## config.mk

```make
export PLATFORM = sky130hd
export DESIGN_NAME = crsf_frame_receiver_unit
export DESIGN_NICKNAME = d
export VERILOG_FILES = /design/src/hdl/crsfr_pkg.sv /design/src/hdl/crsfr_front.sv /design/src/hdl/crsfr_fifo.sv /design/src/hdl/crsfr_back.sv /design/src/hdl/crsf_frame_receiver_unit.sv
export VERILOG_INCLUDE_DIRS = /design/src /design/src/hdl
export SDC_FILE = /design/constraint.sdc
export NUM_CORES = 1
export LEC_CHECK = 0
export ABC_CLOCK_PERIOD_IN_PS = 9710
export BUFFER_PORTS_ARGS = -buffer_cell sky130_fd_sc_hd__buf_2
export CAP_MARGIN = 0
export CORE_MARGIN = 3
export CORE_UTILIZATION = 26
export CTS_BUF_LIST = sky130_fd_sc_hd__clkbuf_8 sky130_fd_sc_hd__clkbuf_16
export DETAILED_ROUTE_END_ITERATION = 12
export PLACE_DENSITY = 0.5
export SYNTH_ARGS = -nofsm -noshare
export SYNTH_HDL_FRONTEND = slang
export SYNTH_SLANG_ARGS = --single-unit
```

## constraint.sdc

```tcl
create_clock -name clk -period 9.71 [get_ports clk]
set_input_delay 0.971 -clock clk [delete_from_list [all_inputs] [get_ports clk]]
set_output_delay 0.971 -clock clk [all_outputs]
set_load 0.02 [all_outputs]
```

## src/hdl/assert_macros.svh

```systemverilog
// ----------------------------------------------------------------------------
// Assertion macros
// Clocked concurrent assertion wrappers, removed from synthesis builds.
// ----------------------------------------------------------------------------
`ifndef ASSERT_MACROS_SVH
`define ASSERT_MACROS_SVH

`ifndef SYNTHESIS

// Check that a property holds at every clock edge out of reset
`define AST_PROP(name, clk, rst_n, prop) \
	name: assert property (@(posedge clk) disable iff (!rst_n) prop) \
		else $error("assertion failed");

// Check that a condition never holds out of reset
`define AST_NEVER(name, clk, rst_n, cond) \
	name: assert property (@(posedge clk) disable iff (!rst_n) !(cond)) \
		else $error("forbidden condition seen");

`else

`define AST_PROP(name, clk, rst_n, prop)
`define AST_NEVER(name, clk, rst_n, cond)

`endif

`endif

```

## src/hdl/crsfr_pkg.sv

```systemverilog
// ----------------------------------------------------------------------------
// crsfr_pkg
// Shared constants and types of the serial frame receiver.
// ----------------------------------------------------------------------------
package crsfr_pkg;

	// Default sizing
	localparam int unsigned CHANNEL_COUNT_DEF = 16;
	localparam int unsigned MAX_LENGTH_DEF    = 62;

	// Frame format
	localparam logic [7:0] SYNC_BYTE     = 8'hC8;
	localparam logic [7:0] LEN_MIN       = 8'd2;
	localparam logic [7:0] TYPE_CHANNELS = 8'h16;
	localparam logic [7:0] TYPE_LINK     = 8'h14;
	localparam logic [7:0] CRC_POLY      = 8'hD5;

	localparam int unsigned CHANNEL_PAYLOAD = 22;
	localparam int unsigned LINK_PAYLOAD    = 10;

	// Byte counter covers sync, length and up to MAX_LENGTH more bytes
	localparam int unsigned FILL_W = 7;

	// Frame totals (sync + length + type + payload + crc)
	localparam logic [FILL_W-1:0] CHAN_TOTAL = FILL_W'(CHANNEL_PAYLOAD + 4);
	localparam logic [FILL_W-1:0] LINK_TOTAL = FILL_W'(LINK_PAYLOAD + 4);

	// Type and payload byte positions within the frame
	localparam logic [FILL_W-1:0] PAY_FIRST = FILL_W'(3);
	localparam logic [FILL_W-1:0] PAY_LAST  = FILL_W'(CHANNEL_PAYLOAD + 2);
	localparam logic [FILL_W-1:0] POS_TYPE  = FILL_W'(2);
	localparam logic [FILL_W-1:0] POS_RSSI0 = FILL_W'(3);
	localparam logic [FILL_W-1:0] POS_RSSI1 = FILL_W'(4);
	localparam logic [FILL_W-1:0] POS_LQ    = FILL_W'(5);

	// Channel values
	localparam int unsigned CH_W          = 11;
	localparam logic [CH_W-1:0] CHANNEL_RESET = 11'd992;
	localparam logic [6:0] QUALITY_CAP   = 7'd100;

	// Event queue between parser and result sequencer
	localparam int unsigned QUEUE_DEPTH = 2;

	typedef enum logic [1:0] {
		KIND_IGNORED  = 2'd0,
		KIND_CRC_ERR  = 2'd1,
		KIND_CHANNELS = 2'd2,
		KIND_LINK     = 2'd3
	} kind_t;

	// One finished frame, as seen by the result sequencer
	typedef struct packed {
		kind_t       kind;
		logic [7:0]  rssi;
		logic [6:0]  quality;
	} evt_t;

	// One result word
	typedef struct packed {
		kind_t              kind;
		logic               last;
		logic [3:0]         channel_index;
		logic [CH_W-1:0]    channel_value;
		logic signed [7:0]  rssi_level;
		logic [6:0]         link_quality;
		logic               link_seen;
		logic [31:0]        crc_errors;
		logic [31:0]        channel_frames;
	} res_t;

endpackage

```

## src/hdl/crsfr_front.sv

```systemverilog
// ----------------------------------------------------------------------------
// crsfr_front
// Byte parser: sync hunt, length check, running CRC, channel unpacking and
// frame classification. Pushes one event per finished frame.
// ----------------------------------------------------------------------------
module crsfr_front import crsfr_pkg::*; #(
	parameter int unsigned CHANNEL_COUNT = CHANNEL_COUNT_DEF,
	parameter int unsigned MAX_LENGTH    = MAX_LENGTH_DEF
) (
	input  logic                          clk,
	input  logic                          arst_n,
	input  logic                          in_valid,
	output logic                          in_ready,
	input  logic [7:0]                    in_byte,
	input  logic                          q_full,
	output logic                          push,
	output evt_t                          evt,
	output logic [CHANNEL_COUNT*CH_W-1:0] chans
);

	localparam int unsigned CIDX_W = (CHANNEL_COUNT > 1) ? $clog2(CHANNEL_COUNT) : 1;
	localparam int unsigned CCNT_W = $clog2(CHANNEL_COUNT + 1);

	logic [FILL_W-1:0]  fill_q;
	logic [FILL_W-1:0]  total_q;
	logic [7:0]         crc_q;
	logic [7:0]         type_q;
	logic [7:0]         lb0_q;
	logic [7:0]         lb1_q;
	logic [7:0]         lb2_q;
	logic [17:0]        acc_q;
	logic [4:0]         nbits_q;
	logic [CCNT_W-1:0]  chcnt_q;
	logic [CH_W-1:0]    ch_q [CHANNEL_COUNT];

	logic               accept;
	logic               last_byte;
	logic               unpack_en;
	logic [17:0]        acc_in;
	logic [4:0]         nb_in;
	logic               ch_done;
	logic [7:0]         best;

	// Shift one byte through the CRC register, MSB first
	function automatic logic [7:0] crc_step(input logic [7:0] c);
		logic [7:0] r;
		r = c;
		for (int b = 0; b < 8; b++) begin
			r = r[7] ? ((r << 1) ^ CRC_POLY) : (r << 1);
		end
		return r;
	endfunction

	assign in_ready  = !q_full;
	assign accept    = in_valid && in_ready;
	assign last_byte = (fill_q + FILL_W'(1)) == total_q;

	// Append the byte to the bit accumulator
	assign acc_in    = acc_q | (18'(in_byte) << nbits_q);
	assign nb_in     = nbits_q + 5'd8;
	assign ch_done   = nb_in >= 5'(CH_W);
	assign unpack_en = (fill_q >= PAY_FIRST) && (fill_q <= PAY_LAST)
		&& (chcnt_q < CCNT_W'(CHANNEL_COUNT));

	// Classify the frame on its crc byte
	assign best = (lb0_q < lb1_q) ? lb0_q : lb1_q;
	assign push = accept && (fill_q >= POS_TYPE) && last_byte;

	always_comb begin
		evt.rssi    = 8'(8'd0 - best);
		evt.quality = (lb2_q > 8'(QUALITY_CAP)) ? QUALITY_CAP : lb2_q[6:0];
		if (crc_q != in_byte) begin
			evt.kind = KIND_CRC_ERR;
		end else if (type_q == TYPE_CHANNELS && total_q == CHAN_TOTAL) begin
			evt.kind = KIND_CHANNELS;
		end else if (type_q == TYPE_LINK && total_q == LINK_TOTAL) begin
			evt.kind = KIND_LINK;
		end else begin
			evt.kind = KIND_IGNORED;
		end
	end

	for (genvar i = 0; i < CHANNEL_COUNT; i++) begin : g_flat
		assign chans[i*CH_W +: CH_W] = ch_q[i];
	end

	// Parser control and running CRC
	always_ff @(posedge clk or negedge arst_n) begin
		if (!arst_n) begin
			fill_q  <= '0;
			total_q <= '0;
			crc_q   <= '0;
			acc_q   <= '0;
			nbits_q <= '0;
			chcnt_q <= '0;
		end else if (accept) begin
			if (fill_q == '0) begin
				if (in_byte == SYNC_BYTE) begin
					fill_q <= FILL_W'(1);
				end
			end else if (fill_q == FILL_W'(1)) begin
				if (in_byte < LEN_MIN || in_byte > 8'(MAX_LENGTH)) begin
					fill_q  <= (in_byte == SYNC_BYTE) ? FILL_W'(1) : '0;
					total_q <= '0;
				end else begin
					fill_q  <= FILL_W'(2);
					total_q <= FILL_W'(in_byte) + FILL_W'(2);
					crc_q   <= '0;
					acc_q   <= '0;
					nbits_q <= '0;
					chcnt_q <= '0;
				end
			end else if (last_byte) begin
				fill_q  <= '0;
				total_q <= '0;
			end else begin
				fill_q <= fill_q + FILL_W'(1);
				crc_q  <= crc_step(crc_q ^ in_byte);
				if (unpack_en) begin
					if (ch_done) begin
						acc_q   <= acc_in >> CH_W;
						nbits_q <= nb_in - 5'(CH_W);
						chcnt_q <= chcnt_q + CCNT_W'(1);
					end else begin
						acc_q   <= acc_in;
						nbits_q <= nb_in;
					end
				end
			end
		end
	end

	// Capture type, link bytes and decoded channels
	always_ff @(posedge clk) begin
		if (accept && fill_q >= POS_TYPE && !last_byte) begin
			if (fill_q == POS_TYPE)  type_q <= in_byte;
			if (fill_q == POS_RSSI0) lb0_q  <= in_byte;
			if (fill_q == POS_RSSI1) lb1_q  <= in_byte;
			if (fill_q == POS_LQ)    lb2_q  <= in_byte;
			if (unpack_en && ch_done) begin
				ch_q[chcnt_q[CIDX_W-1:0]] <= acc_in[CH_W-1:0];
			end
		end
	end

endmodule

```

## src/hdl/crsfr_fifo.sv

```systemverilog
// ----------------------------------------------------------------------------
// crsfr_fifo
// Short register queue that decouples the parser from the result sequencer.
// ----------------------------------------------------------------------------
module crsfr_fifo import crsfr_pkg::*; #(
	parameter int unsigned WIDTH = 8,
	parameter int unsigned DEPTH = QUEUE_DEPTH
) (
	input  logic             clk,
	input  logic             arst_n,
	input  logic             push,
	input  logic [WIDTH-1:0] wr_data,
	input  logic             pop,
	output logic [WIDTH-1:0] rd_data,
	output logic             full,
	output logic             empty
);

	localparam int unsigned PW = (DEPTH > 1) ? $clog2(DEPTH) : 1;
	localparam int unsigned CW = $clog2(DEPTH + 1);

	logic [WIDTH-1:0] mem_q [DEPTH];
	logic [PW-1:0]    wr_ptr_q;
	logic [PW-1:0]    rd_ptr_q;
	logic [CW-1:0]    count_q;

	assign full    = count_q == CW'(DEPTH);
	assign empty   = count_q == '0;
	assign rd_data = mem_q[rd_ptr_q];

	// Advance pointers and occupancy
	always_ff @(posedge clk or negedge arst_n) begin
		if (!arst_n) begin
			wr_ptr_q <= '0;
			rd_ptr_q <= '0;
			count_q  <= '0;
		end else begin
			if (push) begin
				wr_ptr_q <= (wr_ptr_q == PW'(DEPTH - 1)) ? '0 : wr_ptr_q + PW'(1);
			end
			if (pop) begin
				rd_ptr_q <= (rd_ptr_q == PW'(DEPTH - 1)) ? '0 : rd_ptr_q + PW'(1);
			end
			if (push && !pop) begin
				count_q <= count_q + CW'(1);
			end else if (pop && !push) begin
				count_q <= count_q - CW'(1);
			end
		end
	end

	// Store entries
	always_ff @(posedge clk) begin
		if (push) begin
			mem_q[wr_ptr_q] <= wr_data;
		end
	end

endmodule

```

## src/hdl/crsfr_back.sv

```systemverilog
// ----------------------------------------------------------------------------
// crsfr_back
// Result sequencer: pops frame events, updates counters and link values,
// and emits one result word per cycle while out_ready allows, through an output register.
// ----------------------------------------------------------------------------
module crsfr_back import crsfr_pkg::*; #(
	parameter int unsigned CHANNEL_COUNT = CHANNEL_COUNT_DEF
) (
	input  logic                          clk,
	input  logic                          arst_n,
	input  logic                          q_empty,
	input  evt_t                          q_evt,
	input  logic [CHANNEL_COUNT*CH_W-1:0] q_chans,
	output logic                          pop,
	output logic                          out_valid,
	input  logic                          out_ready,
	output res_t                          res
);

	localparam int unsigned CIDX_W = (CHANNEL_COUNT > 1) ? $clog2(CHANNEL_COUNT) : 1;

	logic              busy_q;
	logic [CIDX_W-1:0] pos_q;
	logic [CH_W-1:0]   chan_q [CHANNEL_COUNT];
	logic [31:0]       crc_tot_q;
	logic [31:0]       chf_tot_q;
	logic [7:0]        rssi_q;
	logic [6:0]        lq_q;
	logic              seen_q;
	logic              o_valid_q;
	kind_t             o_kind_q;
	logic              o_last_q;
	logic [3:0]        o_idx_q;
	logic [CH_W-1:0]   o_val_q;

	logic              advance;

	assign advance = !o_valid_q || out_ready;
	assign pop     = advance && !busy_q && !q_empty;

	assign out_valid          = o_valid_q;
	assign res.kind           = o_kind_q;
	assign res.last           = o_last_q;
	assign res.channel_index  = o_idx_q;
	assign res.channel_value  = o_val_q;
	assign res.rssi_level     = rssi_q;
	assign res.link_quality   = lq_q;
	assign res.link_seen      = seen_q;
	assign res.crc_errors     = crc_tot_q;
	assign res.channel_frames = chf_tot_q;

	// Load the next result word whenever the output register frees up
	always_ff @(posedge clk or negedge arst_n) begin
		if (!arst_n) begin
			busy_q    <= 1'b0;
			pos_q     <= '0;
			crc_tot_q <= '0;
			chf_tot_q <= '0;
			rssi_q    <= '0;
			lq_q      <= '0;
			seen_q    <= 1'b0;
			o_valid_q <= 1'b0;
			o_kind_q  <= KIND_IGNORED;
			o_last_q  <= 1'b0;
			o_idx_q   <= '0;
			o_val_q   <= '0;
			for (int i = 0; i < CHANNEL_COUNT; i++) begin
				chan_q[i] <= CHANNEL_RESET;
			end
		end else if (advance) begin
			if (busy_q) begin
				o_valid_q <= 1'b1;
				o_kind_q  <= KIND_CHANNELS;
				o_idx_q   <= 4'(pos_q);
				o_val_q   <= chan_q[pos_q];
				o_last_q  <= pos_q == CIDX_W'(CHANNEL_COUNT - 1);
				busy_q    <= pos_q != CIDX_W'(CHANNEL_COUNT - 1);
				pos_q     <= pos_q + CIDX_W'(1);
			end else if (!q_empty) begin
				o_valid_q <= 1'b1;
				o_kind_q  <= q_evt.kind;
				o_idx_q   <= '0;
				o_val_q   <= '0;
				o_last_q  <= 1'b1;
				unique case (q_evt.kind)
					KIND_CRC_ERR: begin
						crc_tot_q <= crc_tot_q + 32'd1;
					end
					KIND_CHANNELS: begin
						chf_tot_q <= chf_tot_q + 32'd1;
						for (int i = 0; i < CHANNEL_COUNT; i++) begin
							chan_q[i] <= q_chans[i*CH_W +: CH_W];
						end
						o_val_q  <= q_chans[CH_W-1:0];
						o_last_q <= CHANNEL_COUNT == 1;
						busy_q   <= CHANNEL_COUNT > 1;
						pos_q    <= CIDX_W'(1);
					end
					KIND_LINK: begin
						rssi_q <= q_evt.rssi;
						lq_q   <= q_evt.quality;
						seen_q <= 1'b1;
					end
					default: begin
					end
				endcase
			end else begin
				o_valid_q <= 1'b0;
			end
		end
	end

endmodule

```

## src/hdl/crsf_frame_receiver_unit.sv

```systemverilog
// ----------------------------------------------------------------------------
// crsf_frame_receiver_unit
// Serial frame receiver: finds frames, checks CRC-8 (poly 0xD5), decodes
// channel and link-statistics frames and streams out result words.
//
// Channel   Dir  tdata                                   tuser        tlast
// s_axis    in   received byte                           -            -
// m_axis    out  index, value, rssi, lq, seen, counters  result kind  last word of frame
//
// One received byte is taken per cycle while s_axis_tready is high; the first
// result word of a frame goes through the event queue and the output register
// once that register is free. A channel frame gives CHANNEL_COUNT words from the
// result sequencer at one per cycle while m_axis_tready holds, every other frame
// gives one word. s_axis_tready drops only while the two-entry frame event queue
// is full. Reset clears all control state at once; there is no clearing pass.
// ----------------------------------------------------------------------------
`include "assert_macros.svh"

module crsf_frame_receiver_unit import crsfr_pkg::*; #(
	parameter int unsigned CHANNEL_COUNT = CHANNEL_COUNT_DEF,
	parameter int unsigned MAX_LENGTH    = MAX_LENGTH_DEF
) (
	input  logic        clk,
	input  logic        arst_n,
	input  logic        s_axis_tvalid,
	output logic        s_axis_tready,
	input  logic [7:0]  s_axis_tdata,   // [7:0] rx_byte
	output logic        m_axis_tvalid,
	input  logic        m_axis_tready,
	// [3:0] channel_index, [14:4] channel_value, [22:15] rssi_level,
	// [29:23] link_quality, [30] link_seen, [62:31] crc_errors,
	// [94:63] channel_frames, [95] zero
	output logic [95:0] m_axis_tdata,
	output logic [1:0]  m_axis_tuser,   // [1:0] result_kind
	output logic        m_axis_tlast    // last_of_run
);

	localparam int unsigned CHF_W = CHANNEL_COUNT * CH_W;
	localparam int unsigned Q_W   = CHF_W + $bits(evt_t);

	logic             q_push;
	logic             q_pop;
	logic             q_full;
	logic             q_empty;
	evt_t             f_evt;
	logic [CHF_W-1:0] f_chans;
	logic [Q_W-1:0]   q_rd;
	evt_t             b_evt;
	logic [CHF_W-1:0] b_chans;
	res_t             res;

	// Parse bytes and classify frames
	crsfr_front #(
		.CHANNEL_COUNT (CHANNEL_COUNT),
		.MAX_LENGTH    (MAX_LENGTH)
	) u_front (
		.clk      (clk),
		.arst_n   (arst_n),
		.in_valid (s_axis_tvalid),
		.in_ready (s_axis_tready),
		.in_byte  (s_axis_tdata),
		.q_full   (q_full),
		.push     (q_push),
		.evt      (f_evt),
		.chans    (f_chans)
	);

	// Queue finished frames
	crsfr_fifo #(
		.WIDTH (Q_W),
		.DEPTH (QUEUE_DEPTH)
	) u_fifo (
		.clk     (clk),
		.arst_n  (arst_n),
		.push    (q_push),
		.wr_data ({f_chans, f_evt}),
		.pop     (q_pop),
		.rd_data (q_rd),
		.full    (q_full),
		.empty   (q_empty)
	);

	assign b_evt   = q_rd[$bits(evt_t)-1:0];
	assign b_chans = q_rd[Q_W-1:$bits(evt_t)];

	// Emit result words
	crsfr_back #(
		.CHANNEL_COUNT (CHANNEL_COUNT)
	) u_back (
		.clk       (clk),
		.arst_n    (arst_n),
		.q_empty   (q_empty),
		.q_evt     (b_evt),
		.q_chans   (b_chans),
		.pop       (q_pop),
		.out_valid (m_axis_tvalid),
		.out_ready (m_axis_tready),
		.res       (res)
	);

	assign m_axis_tdata = {1'b0, res.channel_frames, res.crc_errors, res.link_seen,
		res.link_quality, res.rssi_level, res.channel_value, res.channel_index};
	assign m_axis_tuser = res.kind;
	assign m_axis_tlast = res.last;

	// Never write into a full event queue
	`AST_NEVER(a_no_overflow, clk, arst_n, q_push && q_full && !q_pop)

	// Every word that is not a channel value closes its frame
	`AST_PROP(a_single_last, clk, arst_n,
		(m_axis_tvalid && res.kind != KIND_CHANNELS) |-> m_axis_tlast)

	// Error count only moves by one, together with a crc error word
	`AST_PROP(a_crc_step, clk, arst_n,
		(res.crc_errors != $past(res.crc_errors)) |->
		(res.crc_errors == $past(res.crc_errors) + 32'd1 && res.kind == KIND_CRC_ERR))

endmodule

```

# --- After elaboration in Yosys (flattened, before gate mapping) ---
# Memories as Yosys holds them, arrays and structs flattened.
# Cells that the tools add are included.
totals:
  regBits: 366
  latch_bits: 0
  mem_bits_rw: 562
  mem_bits_ro: 0
  inputBits: 12
  output_inout_bits: 101
  word_cells: 215
  memories: 2
op_classes:
  n_addsub: 13
  multipliers: 0
  n_div: 0
  magnitude_cmp: 10
  n_eq_ne: 22
  shifts: 1
  mux: 69
  bitwise_logic: 14
  reduce_logical: 43
memory_table:
  columns: ["name", "words", "width", "read_ports", "rd_ports_with_merged_regs", "wr", "line_no", "rtl"]
  rows:
  - ["u_fifo.mem_q", 2, 193, 1, 0, 1, "crsfr_fifo.sv:22", "logic [WIDTH-1:0] mem_q [DEPTH];"]
  - ["u_front.ch_q", 16, 11, 16, 0, 1, "crsfr_front.sv:34", "logic [CH_W-1:0] ch_q [CHANNEL_COUNT];"]
ops:
  columns: ["cell", "count"]
  rows:
  - ["2-to-1 mux 8 bit", 12]
  - ["2-to-1 mux 18 bit", 5]
  - ["adder 32 x 1 -> 32 bit, second input constant", 2]
  - ["2-to-1 mux 7 bit", 9]
  - ["2-to-1 mux 11 bit", 5]
  - ["2-to-1 mux 5 bit", 9]
  - ["binary-select mux 11 bit (select 4 bit)", 1]
  - ["inverter 5 bit", 8]
  - ["2-to-1 mux 4 bit", 5]
  - ["OR 18 bit", 1]
  - ["<< shifter 8 x 5 -> 18 bit", 1]
  - ["== test 8 x 5 -> 1 bit, second input constant", 2]
  - ["2-to-1 mux 1 bit", 16]
  - ["AND reduction 4 bit", 4]
  - ["== test 7 x 2 -> 1 bit, second input constant", 2]
  - ["== test 7 x 3 -> 1 bit, second input constant", 2]
  - [">= comparator 7 x 2 -> 1 bit, second input constant", 2]
  - ["2-to-1 mux 2 bit", 7]
  - ["logical AND 1 bit", 13]
  - ["AND reduction 2 bit", 6]
  - ["nonzero test 2 bit", 5]
  - ["== test 8 bit, second input constant", 1]
  - ["> comparator 8 x 6 -> 1 bit, second input constant", 1]
  - ["> comparator 8 x 7 -> 1 bit, second input constant", 1]
  - ["36 further kinds", 52]

# --- Longest topological paths before layout ---
depth:
  ltp_word: 19
  depth_mapped: 15
  ltp_nobuf: 14

# --- By module ---
# From an unflattened synthesis, not the netlist that was laid out.
hier_totals:
  hier_cells: 2625
  area_unflattened_um2: 38105.3
by_module_without_submodules:
  columns: ["mod", "n_inst", "cells_each", "area_per_inst_um2"]
  rows:
  - ["crsfr_fifo", 1, 617, 14784.2]
  - ["crsfr_back", 1, 1280, 12580.8]
  - ["crsfr_front", 1, 726, 10729.0]
  - ["crsf_frame_receiver_unit", 1, 2, 11.3]

# --- Least setup slack after synthesis ---
# No wires, ideal clock.
synth_timing:
  kind: "register to register"
  startpoint: "reg u_front.fill_q[1]"
  endpoint: "mem u_fifo.mem_q[0][0] (netlist bit), enable pin"
  setup_time_ns: 0.749
  arrival_time_ns: 10.031
  t_required_ns: 8.961
  slack_ns: -1.071
  stages_incl_launch_ff: 8
  period_less_slack_ns: 10.781
  path_cell_list: "dfrtp_1 > ha_1 > and3_1 > xor3_1 > a2111oi_2 > and2_1 > nand2b_1 > nor2_1"
synth_between:
  elab_chain_cells: 5
  word_cells_on_any_way: 7
  cone_classes: "add/sub (1); order compare (1); eq/ne (1); mux (2); reduce/logical (2)"
synth_lines:
  columns: ["element", "line_no", "rtl"]
  rows:
  - ["from (decl)", "crsfr_front.sv:24", "logic [FILL_W-1:0] fill_q;"]
  - ["from (signal assigned)", "crsfr_front.sv:103", "fill_q <= (in_byte == SYNC_BYTE) ? FILL_W'(1) : '0;"]
  - ["from (signal assigned)", "crsfr_front.sv:117", "fill_q <= fill_q + FILL_W'(1);"]
  - ["adder 7 x 1 -> 7 bit / >= comparator 7 x 2 -> 1 bit (equally long branches)", "crsfr_front.sv:56, crsfr_front.sv:67", null]
  - ["== test 7 bit / logical AND 1 bit (equally long branches)", "crsfr_front.sv:56, crsfr_front.sv:67", null]
  - ["logical AND 1 bit (*)", "crsfr_front.sv:67", "assign push = accept && (fill_q >= POS_TYPE) && last_byte;"]
  - ["2-to-1 mux 1 bit (*)", "crsfr_fifo.sv:54", "if (push) begin"]
  - ["2-to-1 mux 1 bit (not written as such) (*)", "crsfr_fifo.sv:55", "mem_q[wr_ptr_q] <= wr_data;"]
  - ["to (decl)", "crsfr_fifo.sv:22", null]
# Every way passes the cells marked *; elsewhere a longest branch is shown, timed or not.

# --- Final worst setup path ---
layout_timing:
  startpoint: "reg u_front.fill_q[1]"
  endpoint: "mem u_fifo.mem_q[0][79] (netlist bit), enable pin"
# Same word-level chain as after synthesis.

==> impl_metrics.json <==
{
  "r2r_cells": 8,
  "cp_num_buf_inv": 1,
  "start_kind": "register",
  "slew_viol_final": 0,
  "dieArea_sq_um": 145100,
  "core-area_sq_um": 138500,
  "numCtsBuffers": 97,
  "cp.arrival_ns": 4.90,
  "final_hold_viol_count": 0,
  "cap_violations": 0,
  "antenna_found_initial": 2,
  "r2r-start": "u_front.fill_q[1]",
  "use_met1_pct": 14.32,
  "grt-ovfl-total": 0,
  "utilization_pct": 30.63,
  "start_util_pct": 26.39,
  "wl_per_cell_um": 18.70,
  "ys_ff_latch": 928,
  "grt_max_degree": 225,
  "drive_above_1_share_pct": 17.51,
  "holdBufCountCts": 0,
  "root_buffer": "clkbuf_16",
  "cp_max_fo": 59,
  "rsz0062_at_grt": "no",
  "grt_first_pass_wirelength_um": 127600,
  "drtIter0Drc": 1313,
  "min_period_over_period_pct": 47.58,
  "relSlewSlack_pct": 22.67,
  "cts_setup_buffers": 0,
  "synth.cell_area_sq_um": 36550,
  "ys.flop_type": "edfxtp_1",
  "boundaryPins": 113,
  "setup_violations": 0,
  "clk_latency_ns": 0.65,
  "vias": 19850,
  "endpoint_kind": "register",
  "cts_resized": 0,
  "slowest_delay_ns": 0.88,
  "use_met2_pct": 20.10,
  "skew_ns": 0.01995,
  "p_per_area_nw_per_um2": 303.3,
  "syn_inst": 2421,
  "path_class": "reg -> reg",
  "tns_ns": 0,
  "cts.sinks": 928,
  "worst_slew_pin_slew_ns": 1.158,
  "ctsLongestPathBuffers": 3,
  "wirelength_um": 84160,
  "fin_crit_ns": 4.620,
  "rr_endpoint": "u_fifo.mem_q[0][79]",
  "grt_most_used_layer": "met2",
  "detail-route-antenna-nets": 0,
  "drcViolationCount": 0,
  "outcome": "complete, no violations",
  "die_x_um": 380.9,
  "max_clock_freq_mhz": 216.4,
  "async_reset_ff_share_pct": 35.99,
  "synth_area_per_cell_sq_um": 15.10,
  "synth_nets": 2457,
  "htree_num_levels": 3,
  "areaGrowthSynthToFinish_pct": 16.06,
  "vdd_drop_max_mv": 0.1339,
  "first_pass_iters": 4,
  "dp_hpwl_um": 48890,
  "synth_edf_count": 594,
  "globalplace.congestion": 0.7824,
  "rrSetupSlack_ns": 5.09,
  "gr-usage-all-layers_pct": 11.44,
  "yosysWarningCount": 0,
  "leakage_nw": 15.89,
  "crit_slowest_cell": "nor2_4",
  "cts_tree": "built",
  "routed_via_density": 4.410,
  "hold_class": "in -> async",
  "synth.distinct_cells": 76,
  "cp_cell_sequence": "ha_1 > and3_1 > xor3_1 > a2111oi_2 > and2_1 > nand2b_1 > nor2_4 > buf_4",
  "stdcell_count": 4501,
  "num_rows": 136,
  "die_y_um": 380.9,
  "dp_cells": 4317,
  "clk_pin_slew_worst_paths_ns": 0.06,
  "portBuffers": 111,
  "ys_seq_area_share_pct": 71.94,
  "num-nets-final": 2589,
  "setup.worst_path.start": "u_front.fill_q[1]",
  "diodes": 0,
  "critPathTopFamily": "simple AND/OR/NAND/NOR gates",
  "globalRouteMet3Util_pct": 1.840,
  "critPathRequiredTime_ns": 9.99,
  "grt_pass1_vias": 19990
}
==> layout make-up <==
type	instances	area [sq um]
flip-flops and latches	928	26300
fillers	13790	96090
inverters	37	138.9
well taps	1863	2331
clock inverters	77	499.2
repair buffers	149	900.9
multi-input cells	1340	9661
clock buffers	107	2587
==> worst max-delay path by stage <==
stage	endpoint	slack (ns)	cells past startpoint
after global placement	u_fifo.mem_q[0][87]	5.16	8
after detailed placement	u_fifo.mem_q[0][87]	5.12	8
after global routing	u_fifo.mem_q[0][168]	4.71	8
after floorplan	u_fifo.mem_q[0][0]	-1.07	7
final	u_fifo.mem_q[0][79]	5.09	8
after CTS	u_fifo.mem_q[0][179]	5.11	8
==> synthesized netlist by cell type (19+ instances only) <==
master | instances | share of area [%]
dfrtp_1 | 254 | 17
and3_1 | 31 | 0.53
nand3_1 | 39 | 0.53
ha_1 | 24 | 0.82
and2_1 | 19 | 0.33
edfxtp_1 | 594 | 49
buf_2 | 25 | 0.34
xnor2_1 | 75 | 1.8
mux2i_1 | 204 | 5.6
inv_1 | 35 | 0.36
nand2_1 | 109 | 1.1
xor2_1 | 44 | 1.1
a21oi_1 | 188 | 2.6
nor3_1 | 21 | 0.29
dfstp_2 | 80 | 5.8
o21ai_0 | 59 | 0.81
nor2_1 | 252 | 2.6
nand2b_1 | 19 | 0.33
nand4_1 | 25 | 0.43
mux4_2 | 58 | 3.6
clkbuf_1 | 74 | 0.76
==> through the flow <==
stage                     total power, mW  worst slack [ns]  hold slack (ns)  instance area [sq um]
after floorplan                     8.256            -1.071           0.4215                  36550
after global placement              9.400             5.162           0.4219                  39340
after detailed placement            9.425             5.124           0.4290                  39340
after CTS                           13.06             5.107           0.3791                  42420
after global routing                13.60             4.707           0.3906                  42420
final                               12.87             5.090           0.3560                  42420
==> cells in the final DEF (no fill, tap or decap), drive strengths merged, types with 13 or more instances in the layout <==
cell type and n:
a21oi 189, and2 19, clkinv 33, o21ai 60, nand3 40, mux2i 204, nor3 21, nand2b 19
mux2 16, edfxtp 594, inv 76, clkbuf 107, buf 149, a21o 13, ha 24, xor2 44
mux4 58, dfrtp 254, xnor2 75, nand4 26, nand2 109, o31ai 16, dfstp 80, nor2 253
and3 31
==> report_power, final <==
group	leakage [nW]	internal [mW]	total, mW	switching [mW]
clock network	1.67	2.04	3.57	1.53
registers	9.28	5.23	5.74	0.510
logic	4.94	1.43	3.56	2.13
total	15.9	8.70	12.9	4.17
==> flip-flops by register name, summed over array words and instances (netlist names), 11 cells and up <==
name,count
u_fifo.mem_q,386
u_back.chan_q,176
u_front.ch_q,176
u_back.chf_tot_q,32
u_back.crc_tot_q,32
u_front.acc_q,18
u_back.o_val_q,11
==> metal layers <==
metal / share of wire [%] / vias up / routed length, um
met3: 4.1 / 130 / 3454
li1: - / 9239 / -
met1: 43 / 10080 / 36130
met2: 51 / 398 / 42560
met4: 2.4 / 0 / 2011
met5: 0 / - / 0
==> kinds of logic after synthesis <==
kind of cell,after synthesis,synth area share (%)
compound gates,353,5.771
simple gates,564,7.178
other cells,1,0.01026
buf+inv,153,1.708
xor+xnor,120,2.917
fa+ha+maj,24,0.8216
flops,928,71.94
mux,278,9.653
No activity file was read; power rests on OpenSTA's default activity.
